## src/ccd_egc_pkg.sv

```systemverilog
`timescale 1ns / 1ps
// ----------------------------------------------------------------------------
// ccd_egc_pkg
// Shared types, constants and the grade lookup for the CCD event grade
// classifier.
// ----------------------------------------------------------------------------
package ccd_egc_pkg;

  // field widths
  localparam int PixW    = 16;
  localparam int PosW    = 12;
  localparam int GradeW  = 3;
  localparam int PhW     = 12;
  localparam int TotW    = 20;
  localparam int CfgW    = 16;
  localparam int CfgIdxW = 3;
  localparam int NumPix  = 9;

  // pulse-height window upper bound (exclusive)
  localparam int AduRange = 4096;

  // queue between front and back
  localparam int FifoDepth = 4;
  localparam int FifoPtrW  = $clog2(FifoDepth);

  // register indexes
  localparam logic [CfgIdxW-1:0] RegEventThr  = 3'd0;
  localparam logic [CfgIdxW-1:0] RegSplitThr  = 3'd1;
  localparam logic [CfgIdxW-1:0] RegTotalMode = 3'd2;
  localparam logic [CfgIdxW-1:0] RegCorrStyle = 3'd3;
  localparam logic [CfgIdxW-1:0] RegResetFac  = 3'd4;

  // reset-clock correction styles
  localparam logic [1:0] CorrNone  = 2'd0;
  localparam logic [1:0] CorrOne   = 2'd1;
  localparam logic [1:0] CorrThree = 2'd2;
  localparam logic [1:0] CorrSix   = 2'd3;

  // pixel total modes
  localparam logic [2:0] ModeAll   = 3'd0;
  localparam logic [2:0] ModeVert  = 3'd1;
  localparam logic [2:0] ModeHoriz = 3'd2;
  localparam logic [2:0] ModeCross = 3'd3;
  localparam logic [2:0] ModeNone  = 3'd4;

  // grades
  localparam logic [GradeW-1:0] GradeSingle      = 3'd0;
  localparam logic [GradeW-1:0] GradeSingleCorn  = 3'd1;
  localparam logic [GradeW-1:0] GradeVertSplit   = 3'd2;
  localparam logic [GradeW-1:0] GradeLeftSplit   = 3'd3;
  localparam logic [GradeW-1:0] GradeRightSplit  = 3'd4;
  localparam logic [GradeW-1:0] GradeSplitCorn   = 3'd5;
  localparam logic [GradeW-1:0] GradeLSquare     = 3'd6;
  localparam logic [GradeW-1:0] GradeOther       = 3'd7;

  // split-map masks for the corner inside an L-shaped event
  localparam logic [7:0] EdgeMask = 8'h5a;
  localparam logic [7:0] CornerTl = 8'h0a;
  localparam logic [7:0] CornerTr = 8'h12;
  localparam logic [7:0] CornerBl = 8'h48;
  localparam logic [7:0] CornerBr = 8'h50;

  typedef struct packed {
    logic signed [PixW-1:0] pix0;
    logic signed [PixW-1:0] pix1;
    logic signed [PixW-1:0] pix2;
    logic signed [PixW-1:0] pix3;
    logic signed [PixW-1:0] pix4;
    logic signed [PixW-1:0] pix5;
    logic signed [PixW-1:0] pix6;
    logic signed [PixW-1:0] pix7;
    logic signed [PixW-1:0] pix8;
    logic [PosW-1:0]        pos_x;
    logic [PosW-1:0]        pos_y;
  } in_item_t;

  typedef struct packed {
    logic [PosW-1:0]        out_x;
    logic [PosW-1:0]        out_y;
    logic [GradeW-1:0]      grade;
    logic [PhW-1:0]         pulse_height;
    logic signed [PixW-1:0] centre_value;
    logic signed [TotW-1:0] mode_total;
  } out_item_t;

  typedef struct packed {
    logic signed [PixW-1:0] event_thr;
    logic signed [PixW-1:0] split_thr;
    logic [2:0]             total_mode;
    logic [1:0]             corr_style;
    logic signed [PixW-1:0] reset_factor;
  } cfg_t;

  // corrected window travelling through the queue
  typedef struct packed {
    logic [NumPix-1:0][PixW-1:0] px;
    logic [PosW-1:0]             pos_x;
    logic [PosW-1:0]             pos_y;
  } pix_item_t;

  typedef struct packed {
    logic                full;
    logic                empty;
    logic [FifoPtrW:0]   count;
  } fifo_stat_t;

  // exclusive grade table, anything not listed is grade other
  function automatic logic [GradeW-1:0] grade_of(input logic [7:0] map);
    logic [GradeW-1:0] g;
    case (map)
      8'h00: g = GradeSingle;
      8'h01, 8'h04, 8'h20, 8'h80, 8'h05, 8'h21, 8'h81, 8'h24,
      8'h84, 8'ha0, 8'h25, 8'h85, 8'ha4, 8'ha1, 8'ha5: g = GradeSingleCorn;
      8'h02, 8'h40, 8'h22, 8'h82, 8'h41, 8'h44, 8'h45, 8'ha2: g = GradeVertSplit;
      8'h08, 8'h0c, 8'h88, 8'h8c: g = GradeLeftSplit;
      8'h10, 8'h30, 8'h11, 8'h31: g = GradeRightSplit;
      8'h03, 8'h06, 8'h09, 8'h28, 8'h60, 8'hc0, 8'h90, 8'h14,
      8'h83, 8'h26, 8'h89, 8'h2c, 8'h64, 8'hc1, 8'h91, 8'h34,
      8'h23, 8'h86, 8'h0d, 8'ha8, 8'h61, 8'hc4, 8'hb0, 8'h15,
      8'ha3, 8'ha6, 8'h8d, 8'hac, 8'h65, 8'hc5, 8'hb1, 8'h35: g = GradeSplitCorn;
      8'h12, 8'h32, 8'h50, 8'h51, 8'h48, 8'h4c, 8'h0a, 8'h8a,
      8'h16, 8'hd0, 8'h68, 8'h0b, 8'h36, 8'hd1, 8'h6c, 8'h8b: g = GradeLSquare;
      default: g = GradeOther;
    endcase
    return g;
  endfunction

  // pixels summed into the mode total, bit j selects pixel j
  function automatic logic [NumPix-1:0] mode_mask(input logic [2:0] mode);
    logic [NumPix-1:0] m;
    case (mode)
      ModeAll:   m = 9'h1ff;
      ModeVert:  m = 9'h092;
      ModeHoriz: m = 9'h038;
      ModeCross: m = 9'h0ba;
      ModeNone:  m = 9'h000;
      default:   m = 9'h000;
    endcase
    return m;
  endfunction

endpackage

```

## src/ccd_egc_fifo.sv

```systemverilog
`timescale 1ns / 1ps
// ----------------------------------------------------------------------------
// ccd_egc_fifo
// Short queue of corrected windows between the front and the back.
// ----------------------------------------------------------------------------
module ccd_egc_fifo (
  input  logic                    clk,
  input  logic                    rst_n,
  input  logic                    wr_valid,
  output logic                    wr_ready,
  input  ccd_egc_pkg::pix_item_t  wr_data,
  output logic                    rd_valid,
  input  logic                    rd_ready,
  output ccd_egc_pkg::pix_item_t  rd_data,
  output ccd_egc_pkg::fifo_stat_t stat
);

  localparam int PtrW = ccd_egc_pkg::FifoPtrW;
  localparam logic [PtrW:0] Full = (PtrW + 1)'(ccd_egc_pkg::FifoDepth);

  ccd_egc_pkg::pix_item_t mem_r [ccd_egc_pkg::FifoDepth];
  logic [PtrW-1:0]        wr_ptr_r;
  logic [PtrW-1:0]        rd_ptr_r;
  logic [PtrW:0]          cnt_r;
  logic                   push_w;
  logic                   pop_w;

  assign wr_ready = cnt_r != Full;
  assign rd_valid = cnt_r != '0;
  assign push_w   = wr_valid && wr_ready;
  assign pop_w    = rd_valid && rd_ready;
  assign rd_data  = mem_r[rd_ptr_r];

  assign stat.full  = !wr_ready;
  assign stat.empty = !rd_valid;
  assign stat.count = cnt_r;

  // pointers and fill count
  always_ff @(posedge clk) begin
    if (!rst_n) begin
      wr_ptr_r <= '0;
      rd_ptr_r <= '0;
      cnt_r    <= '0;
    end else begin
      if (push_w) begin
        wr_ptr_r <= wr_ptr_r + 1'b1;
      end
      if (pop_w) begin
        rd_ptr_r <= rd_ptr_r + 1'b1;
      end
      if (push_w && !pop_w) begin
        cnt_r <= cnt_r + 1'b1;
      end else if (pop_w && !push_w) begin
        cnt_r <= cnt_r - 1'b1;
      end
    end
  end

  // entry storage
  always_ff @(posedge clk) begin
    if (push_w) begin
      mem_r[wr_ptr_r] <= wr_data;
    end
  end

endmodule

```

## config.mk

```make
export PLATFORM = sky130hd
export DESIGN_NAME = ccd_egc_fifo
export DESIGN_NICKNAME = d
export VERILOG_FILES = /design/src/ccd_egc_pkg.sv /design/src/ccd_egc_fifo.sv
export SDC_FILE = /design/constraint.sdc
export NUM_CORES = 1
export LEC_CHECK = 0
export BUFFER_PORTS_ARGS = -buffer_cell sky130_fd_sc_hd__buf_4
export CAP_MARGIN = 20
export CORE_MARGIN = 10
export CORE_UTILIZATION = 30
export DETAILED_ROUTE_END_ITERATION = 10
export PLACE_DENSITY = 0.43
export SETUP_SLACK_MARGIN = 0.5
export SLEW_MARGIN = 20
export SYNTH_ARGS = -nofsm -noshare
export SYNTH_HDL_FRONTEND = slang
export SYNTH_SLANG_ARGS = --single-unit
```

## constraint.sdc

```tcl
create_clock -name clk -period 15.2 [get_ports clk]
set_input_delay 0.76 -clock clk [delete_from_list [all_inputs] [get_ports clk]]
set_output_delay 0.76 -clock clk [all_outputs]
set_load 0.1 [all_outputs]
```

==> flow_summary.toml <==
[status]
outcome = "completed"

[place]
gp_congestion = 0.6912
pre_cts_slack_ps = 10860
place_hpwl_mm = 36.21
portBuffers = 346

[setup_path]
slowest_delay_ps = 940
critPathSlowestCell = "dfxtp_4"
critPathBufInv = 3
r2r_end = "mem_r[2][83]"
cp.required_ps = 14440
ff2ff_setup_slack_ps = 11530
worstPathArrival_ps = 4000
cp_num_cells = 4
r2r_start = "cnt_r[0]"
cp-end-kind = "output pin"
critical-path-top-delay-family = "buffers and inverters"
reg2reg_depth = 7
worstSetupEndpoint = "rd_data[54]"
critPathMostFrequentCell = "buf_4"
path_max_fanout = 42
path_cells = "buf_4, buf_4, mux4_2, buf_4"
cp-start-kind = "flip-flop"
crit_type = "reg2out"

[timing]
max_clock_freq_ghz = 0.2101
tns_ps = 0
rsz0062_at_grt = "no"
post-route-period-util_pct = 31.31
min_period_ps = 4759
relSlewSlack_pct = 33.33
clock_skew_ps = 24.73
finalHoldViolCount = 0
timing.final.ws_setup_ps = 10440
slew_viol_final = 0
tightest_slew_ps = 1000
setup_violations = 0

[drt]
drtAntennaViolNets = 0
vias = 11089
first_pass_iters = 4
wirelength_mm = 57.87
detail_route.wl_per_cell_um = 23.47
drc = 0
drt-vias-per-instance = 4.497
first_iter_violations = 544

[synth]
yosysUniqueCellTypes = 21
synth_warnings = 0
seq_area_frac_synth_pct = 82.35
synth_area_sq_mm = 0.02472
synth.area.top_cells = "edfxtp_1 82%, mux4_2 15%, dfxtp_1 0.73%"
ys_ff_latch = 681
avgSynthCellArea_sq_um = 26.61
syn_inst = 929
synth_top_cell_by_area = "edfxtp_1"
synth_nets = 1107
netlist.area_leader.share_pct = 81.62

[cts]
cts_resized = 0
cts-root-buf = "clkbuf_16"
postCtsSetupBuffers = 0
cts.clk_slew.worst_paths_ps = 60
numCtsBuffers = 77
ctsHoldBuffers = 0
numClockSinks = 681
insertion_delay_ps = 620
cts_tree = "yes"
clockBufferDepth = 3
h-tree-depth = 3

[die]
ios = 347
die_y_um = 307.1
dieArea_sq_mm = 0.09429
die_w_um = 307.1
core_area_sq_mm = 0.08185
floorplan.initialDensity_pct = 30.21
rows = 105

[final_layout]
synthToLayoutAreaGrowth_pct = 25.81
layout_common_cells = "672 x edfxtp_1, 364 x buf_4, 168 x mux4_2, 79 x clkbuf_16, 19 x clkinv_1"
fin_util_pct = 38.00
n_fill_cell = 7455
mostFrequentLayoutCell = "edfxtp_1"
drive_gt1_share_pct = 46.67
nets = 1510

[global_routing]
grt_pass1_vias = 12080
track_usage_pct = 12.11
grt-ovfl-total = 0
grt_max_degree = 60
grt_pass1_wl_mm = 84.93
antenna_found_initial = 3

[flow_run]
timing.max_cap.violations = 0

[power_and_ir_drop]
total_power_mw = 7.035
peakVddDrop_uv = 186.1
powerDensity_mw_per_mm2 = 226.2
p_leak_nw = 10.29

[hold_path]
hold_class = "in2reg"
## sequential cells by signal, summed over array words and instances, names as in the netlist, named ones only
signal,cells
cnt_r,3
rd_ptr_r,2
mem_r,672
wr_ptr_r,2
## cell type report
cell class	count	area (sq um)	area share, %
timing repair buffer	364	2733	8.786
tap	1070	1339	4.304
clock inverter	52	548.0	1.762
antenna	1	2.502	0.008045
inverter	5	18.77	0.06034
multi-input combinational	203	4068	13.08
sequential	681	20370	65.48
clock buffer	90	2028	6.521
## cells in the mapped netlist, drive strengths merged
master / instances
xor2: 1
clkbuf: 6
fa: 1
nand2: 5
mux2i: 3
o21ai: 1
nor2: 1
edfxtp: 672
dfxtp: 9
inv: 5
ha: 5
and2: 8
mux4: 168
xnor2: 3
buf: 34
o31ai: 1
o311ai: 1
a21boi: 1
or3: 2
nor2b: 2
## logic make-up after synthesis
group,Yosys count,synth area share [%]
DFF,681,82.35
AOI/OAI and AO/OA,4,0.1164
muxes,171,15.43
and+or+nand+nor,18,0.3947
adders and majority gates,6,0.3340
xor gates and xnor gates,4,0.1417
buffers and inverters,45,1.235
## worst min-delay path by stage
| stage | startpoint | endpoint | slack [ps] | cells past startpoint |
|---|---|---|---|---|
| finish | wr_data[133] | mem_r[1][133] | 340 | 1 |
| global route | wr_data[83] | mem_r[1][83] | 300 | 1 |
| CTS | wr_data[133] | mem_r[1][133] | 280 | 1 |
| detailed placement | wr_ptr_r[1] | wr_ptr_r[1] | 500 | 2 |
| global placement | wr_ptr_r[1] | wr_ptr_r[1] | 490 | 2 |
| floorplan | wr_ptr_r[1] | wr_ptr_r[1] | 470 | 2 |
## where the power goes
part	internal (mW)	switching (mW)
sequential	2.28	0.0858
clock	1.12	0.739
combinational	0.663	2.15
## per-stage QoR
stage,hold WS (ps),instances,area (sq um)
final,342.8,2466,31100
after global placement,491.4,2323,28520
after floorplan,467.7,929,24720
after CTS,284.0,2465,31100
after global routing,300.4,2465,31100
after detailed placement,496.4,2323,28520
## per-layer routing
layer  share of wire [%]  up-vias  wire (um)  track usage (%)
met3                 7.3       81       4237            4.061
met4                 1.8        6       1026            3.552
met1                  41     5867      23480            14.80
met2                  50      301      29080            20.22
met5               0.081        -         47                0
li1                    -     4834          -                -
(Power assumes the default switching activity.)
