`src/ccd_egc_pkg.sv`:
```
`timescale 1ns / 1ps
// ----------------------------------------------------------------------------
// ccd_egc_pkg
// Shared types, constants and the grade lookup for the CCD event grade
// classifier.
// ----------------------------------------------------------------------------
package ccd_egc_pkg;

  // field widths
  localparam int PixW    = 16;
  localparam int PosW    = 12;
  localparam int GradeW  = 3;
  localparam int PhW     = 12;
  localparam int TotW    = 20;
  localparam int CfgW    = 16;
  localparam int CfgIdxW = 3;
  localparam int NumPix  = 9;

  // pulse-height window upper bound (exclusive)
  localparam int AduRange = 4096;

  // queue between front and back
  localparam int FifoDepth = 4;
  localparam int FifoPtrW  = $clog2(FifoDepth);

  // register indexes
  localparam logic [CfgIdxW-1:0] RegEventThr  = 3'd0;
  localparam logic [CfgIdxW-1:0] RegSplitThr  = 3'd1;
  localparam logic [CfgIdxW-1:0] RegTotalMode = 3'd2;
  localparam logic [CfgIdxW-1:0] RegCorrStyle = 3'd3;
  localparam logic [CfgIdxW-1:0] RegResetFac  = 3'd4;

  // reset-clock correction styles
  localparam logic [1:0] CorrNone  = 2'd0;
  localparam logic [1:0] CorrOne   = 2'd1;
  localparam logic [1:0] CorrThree = 2'd2;
  localparam logic [1:0] CorrSix   = 2'd3;

  // pixel total modes
  localparam logic [2:0] ModeAll   = 3'd0;
  localparam logic [2:0] ModeVert  = 3'd1;
  localparam logic [2:0] ModeHoriz = 3'd2;
  localparam logic [2:0] ModeCross = 3'd3;
  localparam logic [2:0] ModeNone  = 3'd4;

  // grades
  localparam logic [GradeW-1:0] GradeSingle      = 3'd0;
  localparam logic [GradeW-1:0] GradeSingleCorn  = 3'd1;
  localparam logic [GradeW-1:0] GradeVertSplit   = 3'd2;
  localparam logic [GradeW-1:0] GradeLeftSplit   = 3'd3;
  localparam logic [GradeW-1:0] GradeRightSplit  = 3'd4;
  localparam logic [GradeW-1:0] GradeSplitCorn   = 3'd5;
  localparam logic [GradeW-1:0] GradeLSquare     = 3'd6;
  localparam logic [GradeW-1:0] GradeOther       = 3'd7;

  // split-map masks for the corner inside an L-shaped event
  localparam logic [7:0] EdgeMask = 8'h5a;
  localparam logic [7:0] CornerTl = 8'h0a;
  localparam logic [7:0] CornerTr = 8'h12;
  localparam logic [7:0] CornerBl = 8'h48;
  localparam logic [7:0] CornerBr = 8'h50;

  typedef struct packed {
    logic signed [PixW-1:0] pix0;
    logic signed [PixW-1:0] pix1;
    logic signed [PixW-1:0] pix2;
    logic signed [PixW-1:0] pix3;
    logic signed [PixW-1:0] pix4;
    logic signed [PixW-1:0] pix5;
    logic signed [PixW-1:0] pix6;
    logic signed [PixW-1:0] pix7;
    logic signed [PixW-1:0] pix8;
    logic [PosW-1:0]        pos_x;
    logic [PosW-1:0]        pos_y;
  } in_item_t;

  typedef struct packed {
    logic [PosW-1:0]        out_x;
    logic [PosW-1:0]        out_y;
    logic [GradeW-1:0]      grade;
    logic [PhW-1:0]         pulse_height;
    logic signed [PixW-1:0] centre_value;
    logic signed [TotW-1:0] mode_total;
  } out_item_t;

  typedef struct packed {
    logic signed [PixW-1:0] event_thr;
    logic signed [PixW-1:0] split_thr;
    logic [2:0]             total_mode;
    logic [1:0]             corr_style;
    logic signed [PixW-1:0] reset_factor;
  } cfg_t;

  // corrected window travelling through the queue
  typedef struct packed {
    logic [NumPix-1:0][PixW-1:0] px;
    logic [PosW-1:0]             pos_x;
    logic [PosW-1:0]             pos_y;
  } pix_item_t;

  typedef struct packed {
    logic                full;
    logic                empty;
    logic [FifoPtrW:0]   count;
  } fifo_stat_t;

  // exclusive grade table, anything not listed is grade other
  function automatic logic [GradeW-1:0] grade_of(input logic [7:0] map);
    logic [GradeW-1:0] g;
    case (map)
      8'h00: g = GradeSingle;
      8'h01, 8'h04, 8'h20, 8'h80, 8'h05, 8'h21, 8'h81, 8'h24,
      8'h84, 8'ha0, 8'h25, 8'h85, 8'ha4, 8'ha1, 8'ha5: g = GradeSingleCorn;
      8'h02, 8'h40, 8'h22, 8'h82, 8'h41, 8'h44, 8'h45, 8'ha2: g = GradeVertSplit;
      8'h08, 8'h0c, 8'h88, 8'h8c: g = GradeLeftSplit;
      8'h10, 8'h30, 8'h11, 8'h31: g = GradeRightSplit;
      8'h03, 8'h06, 8'h09, 8'h28, 8'h60, 8'hc0, 8'h90, 8'h14,
      8'h83, 8'h26, 8'h89, 8'h2c, 8'h64, 8'hc1, 8'h91, 8'h34,
      8'h23, 8'h86, 8'h0d, 8'ha8, 8'h61, 8'hc4, 8'hb0, 8'h15,
      8'ha3, 8'ha6, 8'h8d, 8'hac, 8'h65, 8'hc5, 8'hb1, 8'h35: g = GradeSplitCorn;
      8'h12, 8'h32, 8'h50, 8'h51, 8'h48, 8'h4c, 8'h0a, 8'h8a,
      8'h16, 8'hd0, 8'h68, 8'h0b, 8'h36, 8'hd1, 8'h6c, 8'h8b: g = GradeLSquare;
      default: g = GradeOther;
    endcase
    return g;
  endfunction

  // pixels summed into the mode total, bit j selects pixel j
  function automatic logic [NumPix-1:0] mode_mask(input logic [2:0] mode);
    logic [NumPix-1:0] m;
    case (mode)
      ModeAll:   m = 9'h1ff;
      ModeVert:  m = 9'h092;
      ModeHoriz: m = 9'h038;
      ModeCross: m = 9'h0ba;
      ModeNone:  m = 9'h000;
      default:   m = 9'h000;
    endcase
    return m;
  endfunction

endpackage

```
`src/ccd_egc_back.sv`:
```
`timescale 1ns / 1ps
// ----------------------------------------------------------------------------
// ccd_egc_back
// Builds the split map, looks up the grade, forms pulse height and mode
// total, and holds the result in the output register.
// ----------------------------------------------------------------------------
module ccd_egc_back (
  input  logic                   clk,
  input  logic                   rst_n,
  input  ccd_egc_pkg::cfg_t      cfg,
  input  logic                   rd_valid,
  output logic                   rd_ready,
  input  ccd_egc_pkg::pix_item_t rd_data,
  output logic                   out_valid,
  input  logic                   out_ready,
  output ccd_egc_pkg::out_item_t out_data
);

  localparam int NumPix = ccd_egc_pkg::NumPix;
  localparam int PixW   = ccd_egc_pkg::PixW;
  localparam int TotW   = ccd_egc_pkg::TotW;
  localparam logic signed [TotW-1:0] AduLimit = TotW'(ccd_egc_pkg::AduRange);

  logic signed [PixW-1:0]           px_w [NumPix];
  logic signed [PixW-1:0]           ph_w [NumPix];
  logic [NumPix-1:0]                hit_w;
  logic [7:0]                       map_w;
  logic [ccd_egc_pkg::GradeW-1:0]   grade_w;
  logic signed [PixW-1:0]           corner_w;
  logic [NumPix-1:0]                sel_w;
  logic signed [17:0]               pa_w;
  logic signed [17:0]               pb_w;
  logic signed [18:0]               ta_w;
  logic signed [18:0]               tb_w;

  logic                             b1_v_r;
  logic [ccd_egc_pkg::PosW-1:0]     b1_x_r;
  logic [ccd_egc_pkg::PosW-1:0]     b1_y_r;
  logic [ccd_egc_pkg::GradeW-1:0]   b1_grade_r;
  logic signed [PixW-1:0]           b1_centre_r;
  logic signed [17:0]               b1_pa_r;
  logic signed [17:0]               b1_pb_r;
  logic signed [18:0]               b1_ta_r;
  logic signed [18:0]               b1_tb_r;

  logic signed [TotW-1:0]           sum_w;
  logic signed [TotW-1:0]           tot_w;
  logic                             in_range_w;
  logic                             out_room_w;

  logic                             out_valid_r;
  ccd_egc_pkg::out_item_t           out_data_r;

  // split map and grade
  always_comb begin
    for (int j = 0; j < NumPix; j++) begin
      px_w[j]  = rd_data.px[j];
      hit_w[j] = px_w[j] >= cfg.split_thr;
      ph_w[j]  = hit_w[j] ? px_w[j] : '0;
    end
    map_w   = {hit_w[8], hit_w[7], hit_w[6], hit_w[5],
               hit_w[3], hit_w[2], hit_w[1], hit_w[0]};
    grade_w = ccd_egc_pkg::grade_of(map_w);
  end

  // corner inside the L for grade six
  always_comb begin
    corner_w = '0;
    if (grade_w == ccd_egc_pkg::GradeLSquare) begin
      case (map_w & ccd_egc_pkg::EdgeMask)
        ccd_egc_pkg::CornerTl: corner_w = ph_w[0];
        ccd_egc_pkg::CornerTr: corner_w = ph_w[2];
        ccd_egc_pkg::CornerBl: corner_w = ph_w[6];
        ccd_egc_pkg::CornerBr: corner_w = ph_w[8];
        default:               corner_w = '0;
      endcase
    end
  end

  // partial sums for pulse height and mode total
  always_comb begin
    sel_w = ccd_egc_pkg::mode_mask(cfg.total_mode);
    pa_w  = 18'(px_w[4]) + 18'(ph_w[1]) + 18'(ph_w[3]);
    pb_w  = 18'(ph_w[5]) + 18'(ph_w[7]) + 18'(corner_w);
    ta_w  = '0;
    tb_w  = '0;
    for (int j = 0; j < 5; j++) begin
      if (sel_w[j]) begin
        ta_w = ta_w + 19'(px_w[j]);
      end
    end
    for (int j = 5; j < NumPix; j++) begin
      if (sel_w[j]) begin
        tb_w = tb_w + 19'(px_w[j]);
      end
    end
  end

  // final sums and range check
  assign sum_w      = TotW'(b1_pa_r) + TotW'(b1_pb_r);
  assign tot_w      = TotW'(b1_ta_r) + TotW'(b1_tb_r);
  assign in_range_w = (sum_w >= 0) && (sum_w < AduLimit);

  // handshake
  assign out_room_w = !out_valid_r || out_ready;
  assign rd_ready   = !b1_v_r || out_room_w;
  assign out_valid  = out_valid_r;
  assign out_data   = out_data_r;

  always_ff @(posedge clk) begin
    if (!rst_n) begin
      b1_v_r      <= 1'b0;
      out_valid_r <= 1'b0;
    end else begin
      if (rd_ready) begin
        b1_v_r <= rd_valid;
      end
      if (out_room_w) begin
        out_valid_r <= b1_v_r && in_range_w;
      end
    end
  end

  // grade stage payload
  always_ff @(posedge clk) begin
    if (rd_ready) begin
      b1_x_r      <= rd_data.pos_x;
      b1_y_r      <= rd_data.pos_y;
      b1_grade_r  <= grade_w;
      b1_centre_r <= px_w[4];
      b1_pa_r     <= pa_w;
      b1_pb_r     <= pb_w;
      b1_ta_r     <= ta_w;
      b1_tb_r     <= tb_w;
    end
  end

  // output register, out-of-range sums leave no transaction
  always_ff @(posedge clk) begin
    if (out_room_w && b1_v_r && in_range_w) begin
      out_data_r.out_x        <= b1_x_r;
      out_data_r.out_y        <= b1_y_r;
      out_data_r.grade        <= b1_grade_r;
      out_data_r.pulse_height <= sum_w[ccd_egc_pkg::PhW-1:0];
      out_data_r.centre_value <= b1_centre_r;
      out_data_r.mode_total   <= tot_w;
    end
  end

endmodule

```
`config.mk`:
```
export PLATFORM = sky130hd
export DESIGN_NAME = ccd_egc_back
export DESIGN_NICKNAME = d
export VERILOG_FILES = /design/src/ccd_egc_pkg.sv /design/src/ccd_egc_back.sv
export SDC_FILE = /design/constraint.sdc
export NUM_CORES = 1
export LEC_CHECK = 0
export ABC_AREA = 1
export ABC_CLOCK_PERIOD_IN_PS = 11340
export BUFFER_PORTS_ARGS = -buffer_cell sky130_fd_sc_hd__buf_2
export CAP_MARGIN = 20
export CORE_UTILIZATION = 30
export CTS_BUF_LIST = sky130_fd_sc_hd__clkbuf_8
export CTS_CLUSTER_SIZE = 16
export DETAILED_ROUTE_END_ITERATION = 8
export PLACE_DENSITY = 0.51
export SETUP_SLACK_MARGIN = 0.4
export SYNTH_ARGS = -nofsm -noshare
export SYNTH_HDL_FRONTEND = slang
export SYNTH_SLANG_ARGS = --single-unit
```
`constraint.sdc`:
```
create_clock -name clk -period 11.34 [get_ports clk]
set_input_delay 1.134 -clock clk [delete_from_list [all_inputs] [get_ports clk]]
set_output_delay 1.134 -clock clk [all_outputs]
set_load 0.1 [all_outputs]
```
==> run_results.csv <==
group,metric,value,unit
critical_path,worst_path_max_delay_cell,"nand2_1",
synth,synth.cell_area,21330,um2
timing,final.min_clock_period,8.641,ns
timing,fin_skew,0.01974,ns
cts,cts_resized,0,
critical_path,r2r-start,"b1_pb_r[0]",
timing,drv_slew,0,
cts,clk_latency,0.51,ns
power,ir_drop,0.00007152,V
timing,setup_ws,2.699,ns
power,swShare,0.4590,
power,p_clk_frac,0.141,
power,intPower,1725,uW
critical_path,max_stage_delay,0.84,ns
cts,cts_max_level,4,
critical_path,worst-setup-path-type,"input pin to register",
critical_path,rrSetupSlack,7.17,ns
synth,synth_top_area_frac,0.2703,
cts,clockBufferDepth,2,
synth,syn-num-nets,3365,
timing,timing.final.crit_share,0.7620,
floorplanning,start_util,0.3041,
synth,ys_warn_count,0,
place,dp_hpwl,66.32,mm
worst_hold_path,hp-class,"register to register",
power,p_comb_frac,0.543,
critical_path,endpoint,"b1_tb_r[18]",
timing,relSlewSlack,0.2597,
synth,synth-seq-cells,194,
cts,hold_buffers,0,
floorplanning,die_w,268.7,um
synth,avgSynthCellArea,7.676,um2
power,seq_power_share,0.316,
critical_path,reg2reg_depth,13,
cts,clock_sinks,194,
timing,setup_viol,0,
critical_path,path_max_fanout,24,
place,place_congestion,0.9997,
critical_path,cp-end-kind,"register",
synth,synth.area.top_cells,"edfxtp_1 (27%), ha_1 (19%), nand2_1 (12%), inv_1 (6.4%), a21oi_1 (6.0%)",
global_routing,grt_pass1_wl,115.5,mm
global_routing,grt_pass1_vias,18860,
place,dp_slack,2.290,ns
synth,syn-instance-count,2779,
synth,synth_cell_type_count,61,
floorplanning,io_pins,302,
floorplanning,coreArea,70150,um2
power,powerDensity,132.0,nW/um2
critical_path,worstSetupStartpoint,"cfg[18]",
floorplanning,dieArea,72170,um2
synth,synth_edf_count,192,
routing,antenna_left,0,
critical_path,rr_endpoint,"out_data[15]",
critical_path,crit_arrival,8.91,ns
cts,cts_tree,"done",
synth,yosysSeqAreaShare,0.2722,
floorplanning,fp.dieH,268.7,um
synth,synthTopCellsByCount,"nand2_1 (659), inv_1 (364), ha_1 (319)",
routing,drc_errors,0,
timing,rsz0062_at_grt,"false",
global_routing,grt.overflow.total,0,
routing,wl_per_cell,19.80,um
cts,cts_setup_buffers,0,
synth,ys_async_sr_fraction,0,
power,p_sw,1464,uW
global_routing,antenna_found_initial,7,
finish,fillers,7632,
cts,cts_root_buf,"clkbuf_8",
timing,hold_viol,0,
floorplanning,num_rows,97,
finish,fin_nets,3622,
status,outcome,"finished, final reports clean",
global_routing,track_usage,0.2190,
job,drv_cap,0,
synth,synthFlopType,"edfxtp_1",
timing,fmaxAchievable,115.7,MHz
routing,wirelength,79.06,mm
synth,yosysTopAreaCell,"edfxtp_1",
routing,vias_per_cell,4.968,
cts,clk_pin_slew,0.10,ns
critical_path,path_common_cell,"nand2_1",
routing,drt-initial-drc-count,1509,
finish,drive_gt1_frac,0.1220,
routing,vias,19830,
synth,synth_most_common_cell,"nand2_1",
critical_path,critPathLaunchType,"input pin",
cts,cts_buffers,17,
power,leakage,0.01213,uW
global_routing,grt_max_degree,76,
critical_path,critPathRequiredTime,11.61,ns
finish,area_growth,13.22,%
timing,worstMarginPinSlew,1.099,ns
timing,tns,0,ns
routing,drt-pass1-iter-count,7,
place,port_buffers,267,
## power by group through the flow
stage               sequential (uW)  clock (uW)  combinational, uW
finish                         1010         449               1730
global route                   1020         494               1950
CTS                            1010         474               1740
detailed placement             1030           0               1730
global placement               1030           0               1730
floorplan                      1100           0               1170
## critical path, delay by kind of cell
| kind | cells | cell delay, ns |
|---|---|---|
| simple gates | 16 | 2.96 |
| compound gates | 11 | 2.14 |
| buf+inv | 9 | 1.40 |
| fa+ha+maj | 3 | 1.05 |
| xor+xnor | 1 | 0.18 |
## area by class of cell
type	instances	area (um2)	share of cell area
antenna	4	10.01	0.0004145
clock buffer	17	234.0	0.009689
clock inverter	14	163.9	0.006787
inverter	375	1410	0.05839
multi-input combinational	2173	13950	0.5778
sequential	194	5806	0.2404
tap	940	1176	0.04870
timing repair buffer	275	1396	0.05782
## placed cells by master (no fill, tap or decap), types with 81 or more instances in the layout
master,netlist,final
a21oi_1,254,254
buf_2,12,267
edfxtp_1,192,192
ha_1,319,319
inv_1,364,364
nand2_1,659,658
nand3_1,126,126
nor2_1,205,204
o21ai_0,155,155
xor2_1,81,81
## registers in the layout (all words and copies together), names as in the netlist
register / flops
b1_tb_r: 19
b1_grade_r: 3
b1_v_r: 1
b1_pb_r: 18
b1_pa_r: 18
b1_y_r: 12
out_data: 75
b1_centre_r: 16
out_valid: 1
b1_x_r: 12
b1_ta_r: 19
## cells by family after synthesis
group	Yosys count	share of synthesized area
buf+inv	412	0.07438
fa+ha+maj	361	0.2265
mux	3	0.001408
compound gates	550	0.1444
simple gates	1126	0.2265
xor+xnor	133	0.05461
flops	194	0.2722
## metrics by stage
step / total power [uW] / utilization / hold slack [ns] / area [um2] / cells
after floorplan: 2267 / - / 0.4003 / 21330 / 2779
after global placement: 2754 / 0.3384 / 0.4003 / 23740 / 3957
after detailed placement: 2754 / 0.3384 / 0.4045 / 23740 / 3957
after CTS: 3221 / 0.3441 / 0.4226 / 24140 / 3988
after global routing: 3460 / 0.3442 / 0.4312 / 24140 / 3990
final: 3188 / 0.3443 / 0.4247 / 24150 / 3992
## worst min path at each step
| stage | end | slack, ns | from | depth (start not counted) |
|---|---|---|---|---|
| after floorplan | out_data[20] | 0.40 | b1_centre_r[0] | 0 |
| after global placement | out_data[61] | 0.40 | b1_y_r[10] | 0 |
| after detailed placement | out_data[27] | 0.40 | b1_centre_r[7] | 0 |
| after CTS | out_data[20] | 0.42 | b1_centre_r[0] | 0 |
| after global routing | out_data[22] | 0.43 | b1_centre_r[2] | 0 |
| final | out_data[26] | 0.42 | b1_centre_r[6] | 0 |
## per-layer routing
layer | track usage | wire length, um | vias to the layer above | share of wire
li1 | - | - | 9929 | -
met5 | 0 | 42 | - | 0.00053
met2 | 0.3482 | 34310 | 650 | 0.43
met4 | 0.07663 | 2749 | 6 | 0.035
met3 | 0.02192 | 4742 | 101 | 0.060
met1 | 0.3073 | 37210 | 9145 | 0.47
No activity file was read; power rests on OpenSTA's default activity.
